[src/rtl/ild_pkg.sv]
// ----------------------------------------------------------------------------
// ild_pkg
// Shared types and constants for the IMU linear downsampler.
// ----------------------------------------------------------------------------
package ild_pkg;

  // Fixed field widths
  localparam int unsigned RATE_W  = 16;
  localparam int unsigned SCALE_W = 17;
  localparam int unsigned PHASE_W = 17;
  localparam int unsigned RATIO_W = 18;
  localparam int unsigned RES_W   = 32;
  localparam int unsigned DATA_W  = 32;
  localparam int unsigned ADDR_W  = 4;

  // Saturation limits of a result field
  localparam logic [RES_W-1:0] RES_MAX = 32'h7fff_ffff;
  localparam logic [RES_W-1:0] RES_MIN = 32'h8000_0000;

  // Phase accumulator ceiling
  localparam logic [PHASE_W-1:0] PHASE_MAX = 17'h1_ffff;

  // Register reset values
  localparam logic [RATE_W-1:0]  RATE_MULT_RST = 16'd1;
  localparam logic [RATE_W-1:0]  RATE_DIV_RST  = 16'd1;
  localparam logic [SCALE_W-1:0] INV_SCALE_RST = 17'h1_0000;

  // Register index codes (paddr[3:2])
  localparam logic [1:0] REG_RATE_MULT = 2'd0;
  localparam logic [1:0] REG_RATE_DIV  = 2'd1;
  localparam logic [1:0] REG_INV_SCALE = 2'd2;

  // Lane control from the sequencer
  typedef struct packed {
    logic start;
    logic ack;
  } ild_lane_ctl_t;

  // Lane status back to the sequencer
  typedef struct packed {
    logic busy;
    logic done;
  } ild_lane_sts_t;

endpackage

[src/rtl/ild_merge.sv]
// ----------------------------------------------------------------------------
// ild_merge
// Collects the three lane results into one output item and holds it in the
// output register until the downstream side takes it.
// ----------------------------------------------------------------------------
module ild_merge (
  input  logic                        clk_i,
  input  logic                        rst_ni,
  input  logic                        lane_done_i,
  input  logic [ild_pkg::RES_W-1:0]   res_x_i,
  input  logic [ild_pkg::RES_W-1:0]   res_y_i,
  input  logic [ild_pkg::RES_W-1:0]   res_z_i,
  output logic                        ack_o,
  output logic                        m_axis_tvalid,
  input  logic                        m_axis_tready,
  // fields from bit 0 up: scaled_x, scaled_y, scaled_z
  output logic [3*ild_pkg::RES_W-1:0] m_axis_tdata
);
  import ild_pkg::*;

  logic                 vld_q, vld_d;
  logic [3*RES_W-1:0]   data_q;

  // Load when all lanes are done and the output slot is free or draining
  assign ack_o = lane_done_i && (!vld_q || m_axis_tready);

  always_comb begin
    vld_d = vld_q;
    if (ack_o) begin
      vld_d = 1'b1;
    end else if (m_axis_tready) begin
      vld_d = 1'b0;
    end
  end

  always_ff @(posedge clk_i or negedge rst_ni) begin
    if (!rst_ni) begin
      vld_q <= 1'b0;
    end else begin
      vld_q <= vld_d;
    end
  end

  always_ff @(posedge clk_i) begin
    if (ack_o) begin
      data_q <= {res_z_i, res_y_i, res_x_i};
    end
  end

  assign m_axis_tvalid = vld_q;
  assign m_axis_tdata  = data_q;

endmodule

[config.mk]
export PLATFORM = sky130hd
export DESIGN_NAME = ild_merge
export DESIGN_NICKNAME = d
export VERILOG_FILES = /design/src/rtl/ild_pkg.sv /design/src/rtl/ild_merge.sv
export SDC_FILE = /design/constraint.sdc
export NUM_CORES = 1
export LEC_CHECK = 0
export ABC_AREA = 1
export BUFFER_PORTS_ARGS = -buffer_cell sky130_fd_sc_hd__buf_4
export CAP_MARGIN = 20
export CORE_ASPECT_RATIO = 0.6
export CORE_MARGIN = 10
export CORE_UTILIZATION = 39
export DETAILED_ROUTE_END_ITERATION = 16
export PLACE_DENSITY = 0.79
export SYNTH_ARGS = -nofsm -noshare
export SYNTH_HDL_FRONTEND = slang
export SYNTH_SLANG_ARGS = --single-unit
[constraint.sdc]
create_clock -name clk_i -period 4.7 [get_ports clk_i]
set_input_delay 0.235 -clock clk_i [delete_from_list [all_inputs] [get_ports clk_i]]
set_output_delay 0.235 -clock clk_i [all_outputs]
set_load 0.05 [all_outputs]
After elaboration in Yosys (flattened, before gate mapping)
Index checks and enable logic that the tools add are counted.
{"block": "word_totals", "reg_bits": 97, "in_bits": 100, "output_inout_bits": 98, "elab_cells": 8}
{"block": "classes", "muxes": 2, "n_reduce_logical": 4}
{"operator": "two-way mux 1 bit", "count": 2}
{"operator": "nonzero test 2 bit", "count": 1}
{"operator": "logical AND 1 bit", "count": 1}
{"operator": "zero test 1 bit", "count": 1}
{"operator": "logical OR 1 bit", "count": 1}

Longest topological paths before layout
Gate-level depths: netlist (run 1).
{"block": "logic_depth", "word_depth": 4, "depth_mapped": 3}

Worst setup path after synthesis (run 1)
Ideal clock, no wire load.
{"block": "synth_path", "path_kind": "register -> register", "from": "register vld_q (netlist: m_axis_tvalid)", "to": "register data_q[0] (netlist: m_axis_tdata[0]) (enable)", "t_arrival_ps": 3623, "t_required_ps": 4191, "slack_ps": 569, "stages_incl_launch_ff": 2, "path_buffers": 0, "path_cell_list": "dfrtp_1 > a21oi_2"}
{"block": "synth_between", "elab_chain_cells": 3}
{"item": "start, declared", "line_no": "ild_merge.sv:21", "source": "logic vld_q, vld_d;"}
{"item": "start signal, assigned", "line_no": "ild_merge.sv:40", "source": "vld_q <= vld_d;"}
{"item": "zero test 1 bit", "line_no": "ild_merge.sv:25", "source": "assign ack_o = lane_done_i && (!vld_q || m_axis_tready);"}
{"item": "logical OR 1 bit", "line_no": "ild_merge.sv:25"}
{"item": "logical AND 1 bit", "line_no": "ild_merge.sv:25"}
{"item": "net ack_o", "line_no": "ild_merge.sv:13", "source": "output logic ack_o,"}
{"item": "end signal, assigned", "line_no": "ild_merge.sv:46", "source": "data_q <= {res_z_i, res_y_i, res_x_i};"}
{"item": "end, declared", "line_no": "ild_merge.sv:22", "source": "logic [3*RES_W-1:0] data_q;"}
The timed path passes the listed nets, and every way through them passes these cells.
A chain may end at the register's enable or synchronous reset.

Final worst setup path (run 1)
{"block": "layout_path", "from": "register vld_q (netlist: m_axis_tvalid)", "to": "output port ack_o"}
{"block": "layout_between", "elab_chain_cells": 3}
{"item": "zero test 1 bit", "line_no": "ild_merge.sv:25"}
{"item": "logical OR 1 bit", "line_no": "ild_merge.sv:25"}
{"item": "logical AND 1 bit", "line_no": "ild_merge.sv:25"}
{"item": "end, declared", "line_no": "ild_merge.sv:13"}
Every way passes these cells.

==> results of run 1 <==
flip-flops by register name, summed over array words and instances (netlist names):
| register | count |
|---|---|
| m_axis_tdata | 96 |
| m_axis_tvalid | 1 |
routing by layer:
layer  part of all wire [%]  wire length [um]
met1                     34              2970
met2                     48              4210
met5                      0                 0
met3                     18              1550
met4                    1.1                95
placed cells by master, fill, tap and decap left out:
master	synthesis	layout
dfrtp_1	1	1
buf_4	0	199
dlygate4sd3_1	0	1
clkinv_4	0	2
clkbuf_16	0	9
inv_6	0	1
bufinv_16	0	2
a21oi_4	0	1
edfxtp_1	96	96
inv_1	2	2
clkinv_1	0	2
nand2_1	2	2
cell type report:
cell class	count	area [um2]	area share, %
clock inverters	7	93.8	1.92
well taps	104	130	2.66
clock buffers	9	225	4.60
flip-flops and latches	97	2910	59.4
repair buffers	200	1500	30.7
multi-input cells	3	23.8	0.486
inverters	2	7.51	0.153
power by group:
group          internal, mW  switching [mW]  total [mW]
sequential             1.01          0.0138        1.02
clock                 0.466           0.298       0.764
combinational         0.109           0.216       0.325
cells by family after synthesis:
logic type	count (synthesis)	synth area share [%]
AND/OR/NAND/NOR	2	0.256
AO/OA/AOI/OAI	1	0.299
flip-flops	97	99.2
buffers and inverters	2	0.256
timing repair:
action | in CTS | in global routing
hold endpoints to repair | 1 | 0
gates resized for setup | 0 | 0
hold buffers | 1 | 0
worst max-delay path by stage:
stage	slack, ns	start	to
2_1_floorplan	0.57	m_axis_tvalid	m_axis_tdata[0]
3_3_place_gp	3.14	m_axis_tvalid	ack_o
3_5_place_dp	3.07	m_axis_tvalid	ack_o
4_1_cts	2.69	m_axis_tvalid	ack_o
5_1_grt	2.61	m_axis_tvalid	ack_o
6_report	2.73	m_axis_tvalid	ack_o
per-stage QoR:
step                cell area, um2  std cells  utilization (%)
CTS                           4890        422             67.0
detailed placement            4560        405             62.5
finish                        4890        422             67.0
floorplan                     2930        102                -
global route                  4890        422             67.0
global placement              4560        405             62.5
==> results.sh, run 1 <==
export IMPL_detailedPlace_worstSlack_ns=3.07
export IMPL_nets=413
export IMPL_diodes=0
export IMPL_cts_clk_slew_worst_paths_ns=0.07
export IMPL_power_mw=2.11
export IMPL_worstPathArrival_ns=1.74
export IMPL_drcViolationCount=0
export IMPL_grt_use_met1_pct=13.5
export IMPL_grt_first_pass_wirelength_mm=12.5
export IMPL_start_util_pct=40.2
export IMPL_drive_gt1_share_pct=67.3
export IMPL_tightest_slew_ns=0.669
export IMPL_rr_worst_depth=2
export IMPL_dp_hpwl_mm=7.06
export IMPL_cp_end_kind="output pin"
export IMPL_cts_sinks=97
export IMPL_grt_overflow=0
export IMPL_r2r_start="m_axis_tvalid"
export IMPL_worstSetupPathType="flip-flop to output pin"
export IMPL_coreArea_mm2=0.00730
export IMPL_crit_path_start_kind="flip-flop"
export IMPL_tns_ns=0
export IMPL_slowest_stage="buf_4"
export IMPL_path_max_fanout=44
export IMPL_netlist_top_cells_area="edfxtp_1 98%, dfrtp_1 0.85%, a21oi_2 0.30%"
export IMPL_busiest_layer="met2"
export IMPL_worst_slack_ns=2.73
export IMPL_cpMostUsedCell="buf_4"
export IMPL_cp_slowest_stage_delay_ns=0.48
export IMPL_holdPathEnd="m_axis_tdata[78]"
export IMPL_syn_nets=202
export IMPL_ir_drop_uv=319
export IMPL_clock_latency_ns=0.33
export IMPL_worstPathRequired_ns=4.47
export IMPL_regToRegEndpoint="m_axis_tdata[44]"
export IMPL_wl_per_cell_um=20.9
export IMPL_maxCapViolCount=0
export IMPL_finalCritPeriodShare_pct=42.0
export IMPL_whs_ns=0.0697
export IMPL_rsz0062_at_grt="false"
export IMPL_die_w_um=132
export IMPL_gr_usage_all_layers_pct=14.8
export IMPL_min_path_cells=1
export IMPL_ys_async_sr_fraction_pct=1.03
export IMPL_hold_path_class="input port to flip-flop"
export IMPL_netlist_instances=102
export IMPL_cts_max_level=3
export IMPL_yosysMostFrequentCell="edfxtp_1"
export IMPL_die_area_mm2=0.0115
export IMPL_drt_iter0_drc=58
export IMPL_crit_chain="a21oi_4, buf_4, buf_4"
export IMPL_setup_violations=0
export IMPL_synth_top_area_share_pct=98.3
export IMPL_slew_viol_final=0
export IMPL_finClkSkew_ns=0.00358
export IMPL_port_buffers=197
export IMPL_routed_wl_mm=8.83
export IMPL_area_delta_synth_final_pct=66.9
export IMPL_via_per_inst=4.36
export IMPL_synth_cell_types=5
export IMPL_first_pass_iters=4
export IMPL_rows=24
export IMPL_crit_buf_inv=2
export IMPL_yosys_area_top_type="edfxtp_1"
export IMPL_cts_tree="built"
export IMPL_root_buffer="clkbuf_16"
export IMPL_fill_cells=498
export IMPL_synth_area_mm2=0.00293
export IMPL_vias=1840
export IMPL_antenna_found_initial=0
export IMPL_synth_edf_count=96
export IMPL_grt_pass1_vias=2086
export IMPL_synth_ff_type="edfxtp_1"
export IMPL_status="complete, no violations"
export IMPL_postCtsSetupRepairBufs=0
export IMPL_place_gp_congestion=0.736
export IMPL_ios=198
export IMPL_synthTopCellsByCount="96 x edfxtp_1, 2 x inv_1, 2 x nand2_1"
export IMPL_relSlewSlack_pct=55.4
export IMPL_ys_ff_latch=97
export IMPL_fp_dieH_um=87.2
export IMPL_finalHoldViolations=0
export IMPL_crit_cells=3
export IMPL_hp_start="res_z_i[14]"
export IMPL_p_leak_nw=2.06
export IMPL_finalCriticalPeriod_ns=1.97
export IMPL_grt_max_degree=54
export IMPL_gr_usage_met3_pct=12.7
export IMPL_cellPowerDensity_mw_per_mm2=432
export IMPL_crit_family="buffers and inverters"
export IMPL_ant_nets=0
export IMPL_fmax_mhz=507
export IMPL_numCtsBuffers=9
export IMPL_grtUsageMet2_pct=24.4
export IMPL_r2r_setup_slack_ns=3.13
export IMPL_clk_path_buf_depth=2
export IMPL_syn_avg_cell_area_um2=28.7
export IMPL_ys_warn_count=0
export IMPL_synth_seq_area_share_pct=99.2
No activity file was read; power rests on OpenSTA's default activity.
==> run 2, diff against run 1 <==
==> constraint.sdc (replaced) <==
create_clock -name clk_i -period 2 [get_ports clk_i]
set_input_delay 0.1 -clock clk_i [delete_from_list [all_inputs] [get_ports clk_i]]
set_output_delay 0.1 -clock clk_i [all_outputs]
set_load 0.05 [all_outputs]
==> run 2 against run 1 <==
Effect of this change:
- utilization rose by 13 points
- clock power rose by 99%
- setup slack got worse by 2.4 ns
- combinational power grew to 2.9 times the previous value
- non-clock buffer count increased by 96
- largest power group unchanged
==> results.sh, run 2 (synthesized netlist as in run 1, its figures left out) <==
export IMPL_cts_hold_buffers_added=97
export IMPL_cts_resized=0
export IMPL_postCtsSetupRepairBufs=0
export IMPL_power_mw=4.88
export IMPL_slowest_stage="dfrtp_2"
export IMPL_place_gp_congestion=0.701
export IMPL_status="complete, no violations"
export IMPL_whs_ns=0.0274
export IMPL_area_delta_synth_final_pct=98.7
export IMPL_worstSetupPathType="flip-flop to output pin"
export IMPL_p_leak_nw=2.44
export IMPL_nets=509
export IMPL_cts_sinks=97
export IMPL_fmax_mhz=607
export IMPL_grt_first_pass_wirelength_mm=16.0
export IMPL_finalCriticalPeriod_ns=1.65
export IMPL_dp_hpwl_mm=6.89
export IMPL_setup_violations=0
export IMPL_coreArea_mm2=0.00730
export IMPL_antenna_found_initial=0
export IMPL_start_util_pct=40.2
export IMPL_clock_latency_ns=0.33
export IMPL_numCtsBuffers=9
export IMPL_path_max_fanout=49
export IMPL_post_route_util_pct=79.8
export IMPL_vias=2261
export IMPL_wl_per_cell_um=21.5
export IMPL_cts_max_level=3
export IMPL_gr_usage_all_layers_pct=18.9
export IMPL_mostFrequentLayoutCells="197 x buf_4, 97 x dlygate4sd3_1, 96 x edfxtp_1"
export IMPL_tightest_slew_ns=0.259
export IMPL_cts_tree="built"
export IMPL_fill_cells=376
export IMPL_grt_max_degree=50
export IMPL_crit_buf_inv=2
export IMPL_relSlewSlack_pct=82.7
export IMPL_worstPathRequired_ns=1.90
export IMPL_worstPathArrival_ns=1.55
export IMPL_die_w_um=132
export IMPL_cp_end_kind="output pin"
export IMPL_first_pass_iters=4
export IMPL_ios=198
export IMPL_rows=24
export IMPL_crit_family="buffers and inverters"
export IMPL_via_per_inst=4.36
export IMPL_cellPowerDensity_mw_per_mm2=838
export IMPL_drcViolationCount=0
export IMPL_hold_path_class="input port to flip-flop"
export IMPL_largest_reg_flops=96
export IMPL_port_buffers=197
export IMPL_fin_cells=518
export IMPL_root_buffer="clkbuf_16"
export IMPL_ir_drop_uv=605
export IMPL_grt_overflow=0
export IMPL_cp_slowest_stage_delay_ns=0.44
export IMPL_cts_clk_slew_worst_paths_ns=0.06
export IMPL_finalCritPeriodShare_pct=82.4
export IMPL_drive_gt1_share_pct=51.7
export IMPL_slew_viol_final=0
export IMPL_crit_chain="a21oi_4, buf_12, buf_4"
export IMPL_fp_dieH_um=87.2
export IMPL_final_common_cell="buf_4"
export IMPL_finalHoldViolations=0
export IMPL_die_area_mm2=0.0115
export IMPL_grt_pass1_vias=2586
export IMPL_rsz0062_at_grt="false"
export IMPL_clk_path_buf_depth=2
export IMPL_maxCapViolCount=0
export IMPL_routed_wl_mm=11.1
export IMPL_ant_nets=0
export IMPL_dp_cells=405
export IMPL_diodes=0
export IMPL_crit_path_start_kind="flip-flop"
export IMPL_drt_iter0_drc=160
export IMPL_finClkSkew_ns=0.00420
## run 2: path summary, 6_finish.rpt
path / start / endpoint / slack (ns) / cells past startpoint
max in group asynchronous: rst_ni / m_axis_tvalid / 1.77 / 2
hold / removal: lane_done_i / m_axis_tvalid / 0.03 / 3
setup reg to reg: m_axis_tvalid / m_axis_tdata[36] / 0.70 / 2
min in group asynchronous: rst_ni / m_axis_tvalid / 0.14 / 2
hold reg to reg: m_axis_tvalid / m_axis_tvalid / 0.58 / 2
setup / recovery: m_axis_tvalid / ack_o / 0.35 / 3
## run 2: worst reg2reg max path: stages, from the launching register on
cell and delay, ns:
dfrtp_2 0.44, a21oi_4 0.23, buf_12 0.29
## run 2: area by class of cell
type	instances	area, um2	share of cell area (%)
clock buffer	11	233	3.99
clock inverter	5	32.5	0.558
inverter	2	7.51	0.129
multi-input combinational	3	23.8	0.408
sequential	97	2910	49.9
tap	104	130	2.23
timing repair buffer	296	2490	42.7
## run 2: routing by layer
| metal | wire [um] | up-vias | global-route usage [%] | share of wire (%) |
|---|---|---|---|---|
| met2 | 5530 | 151 | 32.4 | 50 |
| met5 | 0 | - | 0 | 0 |
| met1 | 4030 | 1068 | 19.1 | 36 |
| met3 | 1430 | 17 | 11.7 | 13 |
| met4 | 141 | 0 | 5.03 | 1.3 |
| li1 | - | 1025 | - | - |
## run 2: per-stage QoR
step           cell area (um2)  setup TNS [ns]  setup WS (ns)
2_1_floorplan             2940          -83.53         -0.865
3_3_place_gp              4590               0          0.763
3_5_place_dp              4590               0          0.728
4_1_cts                   5830               0          0.357
5_1_grt                   5830               0          0.292
6_report                  5830               0          0.353
## run 2: report_power, final
group	total, mW	internal [mW]	switching, mW
clock network	1.52	0.838	0.685
logic	0.948	0.387	0.562
registers	2.41	2.37	0.0367
total	4.88	3.60	1.28
