### src/rtl/ild_pkg.sv
// ----------------------------------------------------------------------------
// ild_pkg
// Shared types and constants for the IMU linear downsampler.
// ----------------------------------------------------------------------------
package ild_pkg;

  // Fixed field widths
  localparam int unsigned RATE_W  = 16;
  localparam int unsigned SCALE_W = 17;
  localparam int unsigned PHASE_W = 17;
  localparam int unsigned RATIO_W = 18;
  localparam int unsigned RES_W   = 32;
  localparam int unsigned DATA_W  = 32;
  localparam int unsigned ADDR_W  = 4;

  // Saturation limits of a result field
  localparam logic [RES_W-1:0] RES_MAX = 32'h7fff_ffff;
  localparam logic [RES_W-1:0] RES_MIN = 32'h8000_0000;

  // Phase accumulator ceiling
  localparam logic [PHASE_W-1:0] PHASE_MAX = 17'h1_ffff;

  // Register reset values
  localparam logic [RATE_W-1:0]  RATE_MULT_RST = 16'd1;
  localparam logic [RATE_W-1:0]  RATE_DIV_RST  = 16'd1;
  localparam logic [SCALE_W-1:0] INV_SCALE_RST = 17'h1_0000;

  // Register index codes (paddr[3:2])
  localparam logic [1:0] REG_RATE_MULT = 2'd0;
  localparam logic [1:0] REG_RATE_DIV  = 2'd1;
  localparam logic [1:0] REG_INV_SCALE = 2'd2;

  // Lane control from the sequencer
  typedef struct packed {
    logic start;
    logic ack;
  } ild_lane_ctl_t;

  // Lane status back to the sequencer
  typedef struct packed {
    logic busy;
    logic done;
  } ild_lane_sts_t;

endpackage

### src/rtl/ild_lane.sv
// ----------------------------------------------------------------------------
// ild_lane
// One axis: multiply the sample step by the phase ratio, divide by the rate
// with a restoring divider (one quotient bit per cycle), add the previous
// sample, saturate, apply the reciprocal scale and saturate again.
// ----------------------------------------------------------------------------
module ild_lane #(
  parameter int unsigned SAMPLE_WIDTH = 16
) (
  input  logic                                clk_i,
  input  logic                                rst_ni,
  input  ild_pkg::ild_lane_ctl_t              ctl_i,
  output ild_pkg::ild_lane_sts_t              sts_o,
  input  logic signed [SAMPLE_WIDTH-1:0]      prev_i,
  input  logic signed [SAMPLE_WIDTH-1:0]      cur_i,
  input  logic signed [ild_pkg::RATIO_W-1:0]  ratio_i,
  input  logic        [ild_pkg::RATE_W-1:0]   div_i,
  input  logic        [ild_pkg::SCALE_W-1:0]  scale_i,
  output logic        [ild_pkg::RES_W-1:0]    result_o
);
  import ild_pkg::*;

  localparam int unsigned DW    = SAMPLE_WIDTH + 1;
  localparam int unsigned PW    = DW + RATIO_W;
  localparam int unsigned VW    = PW + 1;
  localparam int unsigned VX    = (VW > RES_W) ? VW : RES_W;
  localparam int unsigned SPW   = RES_W + SCALE_W + 1;
  localparam int unsigned CNT_W = $clog2(PW);

  typedef enum logic [2:0] {
    ST_IDLE,
    ST_MUL,
    ST_DIV,
    ST_ADD,
    ST_SCL,
    ST_FIN
  } state_e;

  state_e state_q, state_d;

  logic signed [DW-1:0]      diff_q;
  logic signed [SAMPLE_WIDTH-1:0] prev_q;
  logic signed [RATIO_W-1:0] ratio_q;
  logic        [RATE_W-1:0]  div_q;
  logic        [SCALE_W-1:0] scale_q;
  logic        [PW-1:0]      dvd_q;
  logic        [RATE_W-1:0]  rem_q;
  logic                      neg_q;
  logic        [CNT_W-1:0]   cnt_q;
  logic signed [RES_W-1:0]   vc_q;
  logic signed [SPW-1:0]     sp_q;

  logic signed [PW-1:0]      prod;
  logic        [PW-1:0]      mag;
  logic        [RATE_W:0]    rem_sh;
  logic                      q_bit;
  logic        [RATE_W:0]    rem_sub;
  logic signed [VW-1:0]      qs;
  logic signed [VW-1:0]      v;
  logic signed [VX-1:0]      v_ext;
  logic                      v_ovf;
  logic        [RES_W-1:0]   v_sat;
  logic signed [SPW-1:0]     sp;
  logic                      sp_ovf;
  logic                      last_step;

  // Step times ratio, then magnitude for the unsigned divider
  assign prod = diff_q * ratio_q;
  assign mag  = prod[PW-1] ? PW'(-prod) : PW'(prod);

  // Restoring divide step
  assign rem_sh    = {rem_q, dvd_q[PW-1]};
  assign q_bit     = (rem_sh >= {1'b0, div_q});
  assign rem_sub   = rem_sh - {1'b0, div_q};
  assign last_step = (cnt_q == CNT_W'(PW - 1));

  // Signed quotient plus previous sample, saturated to 32 bits
  assign qs    = neg_q ? -$signed({1'b0, dvd_q}) : $signed({1'b0, dvd_q});
  assign v     = qs + VW'(prev_q);
  assign v_ext = VX'(v);
  assign v_ovf = !((&v_ext[VX-1:RES_W-1]) || !(|v_ext[VX-1:RES_W-1]));
  assign v_sat = v_ovf ? (v_ext[VX-1] ? RES_MIN : RES_MAX) : v_ext[RES_W-1:0];

  // Reciprocal scale and final saturation
  assign sp       = vc_q * $signed({1'b0, scale_q});
  assign sp_ovf   = !((&sp_q[SPW-1:RES_W-1]) || !(|sp_q[SPW-1:RES_W-1]));
  assign result_o = sp_ovf ? (sp_q[SPW-1] ? RES_MIN : RES_MAX) : sp_q[RES_W-1:0];

  assign sts_o.busy = (state_q != ST_IDLE);
  assign sts_o.done = (state_q == ST_FIN);

  // Next state
  always_comb begin
    state_d = state_q;
    unique case (state_q)
      ST_IDLE: if (ctl_i.start) state_d = ST_MUL;
      ST_MUL:  state_d = ST_DIV;
      ST_DIV:  if (last_step) state_d = ST_ADD;
      ST_ADD:  state_d = ST_SCL;
      ST_SCL:  state_d = ST_FIN;
      ST_FIN:  if (ctl_i.ack) state_d = ST_IDLE;
      default: state_d = ST_IDLE;
    endcase
  end

  // State register
  always_ff @(posedge clk_i or negedge rst_ni) begin
    if (!rst_ni) begin
      state_q <= ST_IDLE;
    end else begin
      state_q <= state_d;
    end
  end

  // Datapath registers
  always_ff @(posedge clk_i) begin
    case (state_q)
      ST_IDLE: begin
        if (ctl_i.start) begin
          diff_q  <= DW'(cur_i) - DW'(prev_i);
          prev_q  <= prev_i;
          ratio_q <= ratio_i;
          div_q   <= div_i;
          scale_q <= scale_i;
        end
      end
      ST_MUL: begin
        dvd_q <= mag;
        neg_q <= prod[PW-1];
        rem_q <= '0;
        cnt_q <= '0;
      end
      ST_DIV: begin
        dvd_q <= {dvd_q[PW-2:0], q_bit};
        rem_q <= q_bit ? rem_sub[RATE_W-1:0] : rem_sh[RATE_W-1:0];
        cnt_q <= cnt_q + 1'b1;
      end
      ST_ADD: vc_q <= v_sat;
      ST_SCL: sp_q <= sp;
      default: ;
    endcase
  end

endmodule

### config.mk
export PLATFORM = sky130hd
export DESIGN_NAME = ild_lane
export DESIGN_NICKNAME = d
export VERILOG_FILES = /design/src/rtl/ild_pkg.sv /design/src/rtl/ild_lane.sv
export SDC_FILE = /design/constraint.sdc
export NUM_CORES = 2
export LEC_CHECK = 0
export BUFFER_PORTS_ARGS = -buffer_cell sky130_fd_sc_hd__buf_2
export CORE_ASPECT_RATIO = 1.1
export CORE_MARGIN = 5
export CORE_UTILIZATION = 60
export DETAILED_ROUTE_END_ITERATION = 16
export GPL_TIMING_DRIVEN = 0
export PLACE_DENSITY = 0.77
export SLEW_MARGIN = 20
export SYNTH_ARGS = -nofsm -noshare
export SYNTH_HDL_FRONTEND = slang
export SYNTH_SLANG_ARGS = --single-unit
### constraint.sdc
create_clock -name clk_i -period 9.7 [get_ports clk_i]
set_clock_uncertainty 0.2 [all_clocks]
set_input_delay 0 -clock clk_i [delete_from_list [all_inputs] [get_ports clk_i]]
set_output_delay 0 -clock clk_i [all_outputs]
set_load 0.02 [all_outputs]
## Word-level counts from Yosys, hierarchy flattened

Index checks and enable logic that the tools add are counted.

- Register bits after elaboration: 227
- Bits of input ports: 87

- Add/subtract/negate cells: 6
- Multipliers: 2
- Magnitude comparators: 1
- Eq/ne operators: 9
- Mux-type cells: 14
- Reductions and logical operators: 13

Operators with widths:

| operator | number |
|---|---|
| $mux 32 | 4 |
| $pmux 35 s2 | 1 |
| $mul 32x18->50 | 1 |
| $add 36x16->36 | 1 |
| $mux 36 | 1 |
| $neg 35->36 | 1 |
| $mul 17x18->35 | 1 |
| $mux 35 | 1 |
| $neg 35->35 | 1 |
| $pmux 16 s2 | 1 |
| $reduce_and 19->1 | 1 |
| $reduce_or 19->1 | 1 |
| $pmux 3 s6 | 1 |
| $ge 17x16->1 | 1 |
| $sub 16x16->17 | 1 |
| $mux 16 | 1 |
| $sub 16x16->16 | 1 |
| $pmux 6 s2 | 1 |
| $mux 3 | 3 |
| $add 6x1->6 const B | 1 |
| $eq 3x2->1 const B | 2 |
| $eq 3x3->1 const B | 2 |
| $eq 6x6->1 const B | 1 |
| $ne 2x2->1 const B | 3 |
| other kinds (10) | 12 |

## Logic depth before layout (Yosys ltp)

- Depth after elaboration: 7
- Mapped depth: 29
- Depth with buffers taken out: 26

## Worst setup path before layout

No wires, ideal clock.

- Path kind: reg-to-reg
- Start: register ratio_q[17]
- End: register dvd_q[33] (data pin)
- Library setup time: 0.260 ns
- Arrival time: 6.904 ns
- Required time: 9.240 ns
- Setup slack: 2.336 ns
- Stages on the path, launching flop included: 27
- Path buffers: 2
- Cell sequence: edfxtp_1 -> clkbuf_1 -> nand2_1 -> inv_1 -> fa_1 -> inv_1 -> fa_1 -> inv_1 -> fa_1 -> fa_1 -> fa_1 -> inv_1 -> fa_1 -> inv_1 -> ha_1 -> clkbuf_1 -> nand4_1 -> nor3_1 -> inv_1 -> o311ai_1 -> a211o_1 -> xor2_1 -> or3_1 -> or3_1 -> o21ai_1 -> xor2_1 -> mux2_2

- Longest elaborated chain between the ends: 4

Ends and longest elaborated chain:

| element | RTL line | text |
|---|---|---|
| start, declared | ild_lane.sv:43 | `logic signed [RATIO_W-1:0] ratio_q;` |
| start signal, assigned | ild_lane.sv:122 | `ratio_q <= ratio_i;` |
| $mul 17x18->35 * | ild_lane.sv:68 | `assign prod = diff_q * ratio_q;` |
| $neg 35->35 | ild_lane.sv:69 | `assign mag = prod[PW-1] ? PW'(-prod) : PW'(prod);` |
| $mux 35 * | ild_lane.sv:69 |  |
| $pmux 35 s2 * | ild_lane.sv:117 | `case (state_q)` |
| end signal, assigned | ild_lane.sv:128 | `dvd_q <= mag;` |
| end signal, assigned | ild_lane.sv:134 | `dvd_q <= {dvd_q[PW-2:0], q_bit};` |
| end, declared | ild_lane.sv:46 | `logic [PW-1:0] dvd_q;` |

Mark *: on every way between the ends. The rest lies on a longest branch, timed or not.
A chain may end at the register's enable or synchronous reset.

## Worst setup path after layout

- Start: register scale_q[4]
- End: register sp_q[48] (data pin)

- Longest elaborated chain between the ends: 1

Ends and longest elaborated chain:

| element | RTL line | text |
|---|---|---|
| start, declared | ild_lane.sv:45 | `logic [SCALE_W-1:0] scale_q;` |
| start signal, assigned | ild_lane.sv:124 | `scale_q <= scale_i;` |
| $mul 32x18->50 | ild_lane.sv:85 | `assign sp = vc_q * $signed({1'b0, scale_q});` |
| named net sp[48] | ild_lane.sv:63 | `logic signed [SPW-1:0] sp;` |
| end signal, assigned | ild_lane.sv:139 | `ST_SCL: sp_q <= sp;` |
| end, declared | ild_lane.sv:51 | `logic signed [SPW-1:0] sp_q;` |

The timed path passes the listed nets, and every way through them passes these cells.

==> results by group <==
Timing
  • Final setup fails: 0
  • F_max: 0.110 GHz
  • Fin Hold WS: 0.0650 ns
  • Tmin final: 9.06 ns
  • Worst slew margin: 0.231
  • Least-Margin Pin Slew: 1.12 ns
  • Fin crit share: 0.934
  • Setup Total Neg Slack: 0 ns
  • Final Slew Violations: 0
  • RSZ-0062 raised after global routing: false
  • Fin. Hold Viols: 0

Critical path
  • Cell breakdown of the critical path: clkbuf_1, nand2_1, fa_1, inv_1, fa_1, inv_1, fa_1, inv_1, fa_1, inv_1, fa_1, inv_1, fa_1, ha_1, a21o_1, a311oi_1, a21boi_0, o21ai_0, o21ai_0, a311oi_1, o21a_1, o21ai_0, a21o_1, xor2_1
  • Worst R2R Path Depth: 24
  • RR Endpoint: sp_q[48]$_DFFE_PP_
  • Worst path arrival time: 9.28 ns
  • Worst EP required: 9.91 ns
  • Worst path slowest cell: a311oi_1
  • Worst R2R Setup Slack: 0.64 ns
  • Critical path's largest stage delay: 0.74 ns
  • WS Path Type: flip-flop to flip-flop
  • CP dominant cell by count: fa_1
  • Startpoint types: flip-flop
  • R2R Path Start: scale_q[4]$_DFFE_PP_
  • CP Capture Type: flip-flop
  • CP max FO: 10

Floorplanning
  • Core Box Area: 71500 µm²
  • Die area: 77300 µm²
  • Die extent in x: 266 µm
  • FP Rows: 103
  • I/O Pins: 121
  • Die Ht: 291 µm
  • Initial core utilization: 0.602

Layout
  • Post-route cell area: 47600 µm²
  • Nets@finish: 6041
  • Area Growth Syn to Fin: 10.5%
  • Non-filler cells, final: 5812
  • Layout cells sized above 1: 0.0553

Logic synthesis
  • Number of synthesized flops with an enable pin: 224
  • Combinational family with the most area after synthesis: adder cells
  • Seq cells post-synth: 227
  • Adder-cell share of the synthesized area: 0.468
  • Count of different cell masters after synthesis: 92
  • Async SR Flop Fraction: 0.0132
  • Multiplexer share of the synthesized area: 0.00398
  • Syn Inst Count: 4519
  • Area leader, netlist: fa_1
  • Syn Nets: 5717
  • YS warnings: 0
  • Simple-gate share of the synthesized area: 0.147
  • Commonest cells post-synth: inv_1, fa_1, nand2_1, and2_1, ha_1
  • Top cell type's share of synthesized area: 0.388
  • Post-synthesis sequential area ratio: 0.158
  • Top cells by area, synth: fa_1, edfxtp_1, inv_1
  • Avg Inst Size Synth: 9.54 µm²
  • Cell Area, Synth: 43100 µm²
  • Complex-gate fraction of the synthesized area: 0.0839
  • Most frequent cell after synthesis: inv_1
  • Post-synthesis xor/xnor area fraction: 0.0402
  • Post-synth top flop: edfxtp_1

Global route
  • Vias in the first global route: 35200
  • Total gr overflow: 0
  • Initial antenna violation count: 4
  • First-pass GRT wire length: 189 mm
  • Pin count of the biggest net entering global routing: 38
  • All-Layer GR Usage: 0.311

Clock network
  • CTS root buf: clkbuf_16
  • Cts repair resizes: 0
  • Clk_lat worst skew: 0.63 ns
  • Worst-case clock buffer depth: 3
  • Clock sinks: 227
  • Cts bufs inserted: 28
  • H-tree levels: 1
  • Clock-pin transition on the worst setup and hold timing paths: 0.07 ns
  • CTS tree: built

Detailed routing
  • 1st-pass router iterations: 6
  • Remaining antenna violation count: 0
  • Final wirelength: 117 mm
  • Drt first-iter violations: 2551
  • Routed len/inst: 20.2 µm
  • Vias: 32700
  • Drt via density: 5.62
  • Drc violations: 0

Placed design
  • Post-DP HPWL: 95.5 mm
  • GPL Wtd Cong: 0.985
  • Placement Cell Area: 45100 µm²
  • # port buffers: 120
  • Placed instance count: 5596

Job
  • Max-cap violations: 0

Run status
  • Status: completed

Min path
  • Hold Crit Class: input pin to async pin
==> final cells by class <==
cell class	instances	area, µm²
Antenna cell	2	5.00
Buffer	171	678
Clock buffer	31	712
Clock inverter	21	194
Fill cell	5669	23900
Inverter	958	3600
Multi-Input combinational cell	3163	32100
Sequential cell	227	6800
Tap cell	945	1180
Timing Repair Buffer	294	2400
==> critical path: cells and delay by family (launching register included) <==
kind	cells	cell delay, ns
xor+xnor	1	0.27
compound gates	9	3.20
simple gates	1	0.17
flops	1	0.68
buf+inv	6	0.93
fa+ha+maj	7	3.36
==> how the worst max path moves through the flow <==
stage	startpoint	endpoint	slack, ns	cells after the start
finish	scale_q[4]$_DFFE_PP_	sp_q[48]$_DFFE_PP_	0.64	24
global route	scale_q[4]$_DFFE_PP_	sp_q[48]$_DFFE_PP_	0.34	24
CTS	scale_q[4]$_DFFE_PP_	sp_q[48]$_DFFE_PP_	0.79	24
detailed placement	scale_q[4]$_DFFE_PP_	sp_q[48]$_DFFE_PP_	0.84	24
global placement	scale_q[4]$_DFFE_PP_	sp_q[48]$_DFFE_PP_	0.87	24
floorplan	ratio_q[17]$_DFFE_PP_	dvd_q[33]$_DFFE_PP_	2.34	26
==> what timing repair did <==
action                    CTS  global route
hold endpoints to repair  173             0
hold buffers              162             0
setup buffers               0             0
==> metrics by stage <==
stage           util  setup slack [ns]
3_5_place_dp   0.631             0.838
3_3_place_gp   0.627             0.874
4_1_cts        0.666             0.788
6_report       0.666             0.636
2_1_floorplan      -              2.34
5_1_grt        0.666             0.336
==> state kept, by name (all words and copies together), names as in the netlist <==
register,cells
sp_q,50
dvd_q,35
vc_q,32
ratio_q,18
diff_q,17
scale_q,17
div_q,16
prev_q,16
rem_q,16
cnt_q,6
state_q,3
neg_q,1
==> kinds of logic after synthesis <==
kind of cell               after synthesis
and+or+nand+nor                       1300
buffers and inverters                 1129
adders and majority gates             1111
AOI/OAI and AO/OA                      539
DFF                                    227
xor gates and xnor gates               196
muxes                                   17
==> cell usage in the layout (no fill, tap or decap), drive strengths merged, types with 22 or more instances in the layout <==
cell / synthesis / final
nand3: 36 / 36
a21oi: 132 / 132
nand4: 23 / 23
o31ai: 22 / 22
a21o: 87 / 87
edfxtp: 224 / 224
inv: 958 / 959
ha: 276 / 276
xor2: 55 / 55
clkbuf: 157 / 188
nor2b: 22 / 22
and2: 350 / 350
fa: 835 / 835
nor3: 28 / 28
xnor2: 141 / 141
nor2: 168 / 168
dlygate4sd3: 0 / 162
nand2: 584 / 584
buf: 14 / 146
o21ai: 155 / 155
==> metal layers <==
layer | global-route usage | vias up | routed length [µm] | part of all wire
met5 | 0 | - | 24 | 0.00020
met4 | 0.143 | 4 | 7200 | 0.061
met3 | 0.0503 | 340 | 9200 | 0.078
met2 | 0.532 | 1302 | 57300 | 0.49
met1 | 0.389 | 16400 | 43500 | 0.37
li1 | - | 14600 | - | -
Power is left out: the tool's default activity adds up to more than one toggle a clock period on the data nets, which glitch-free logic cannot reach.
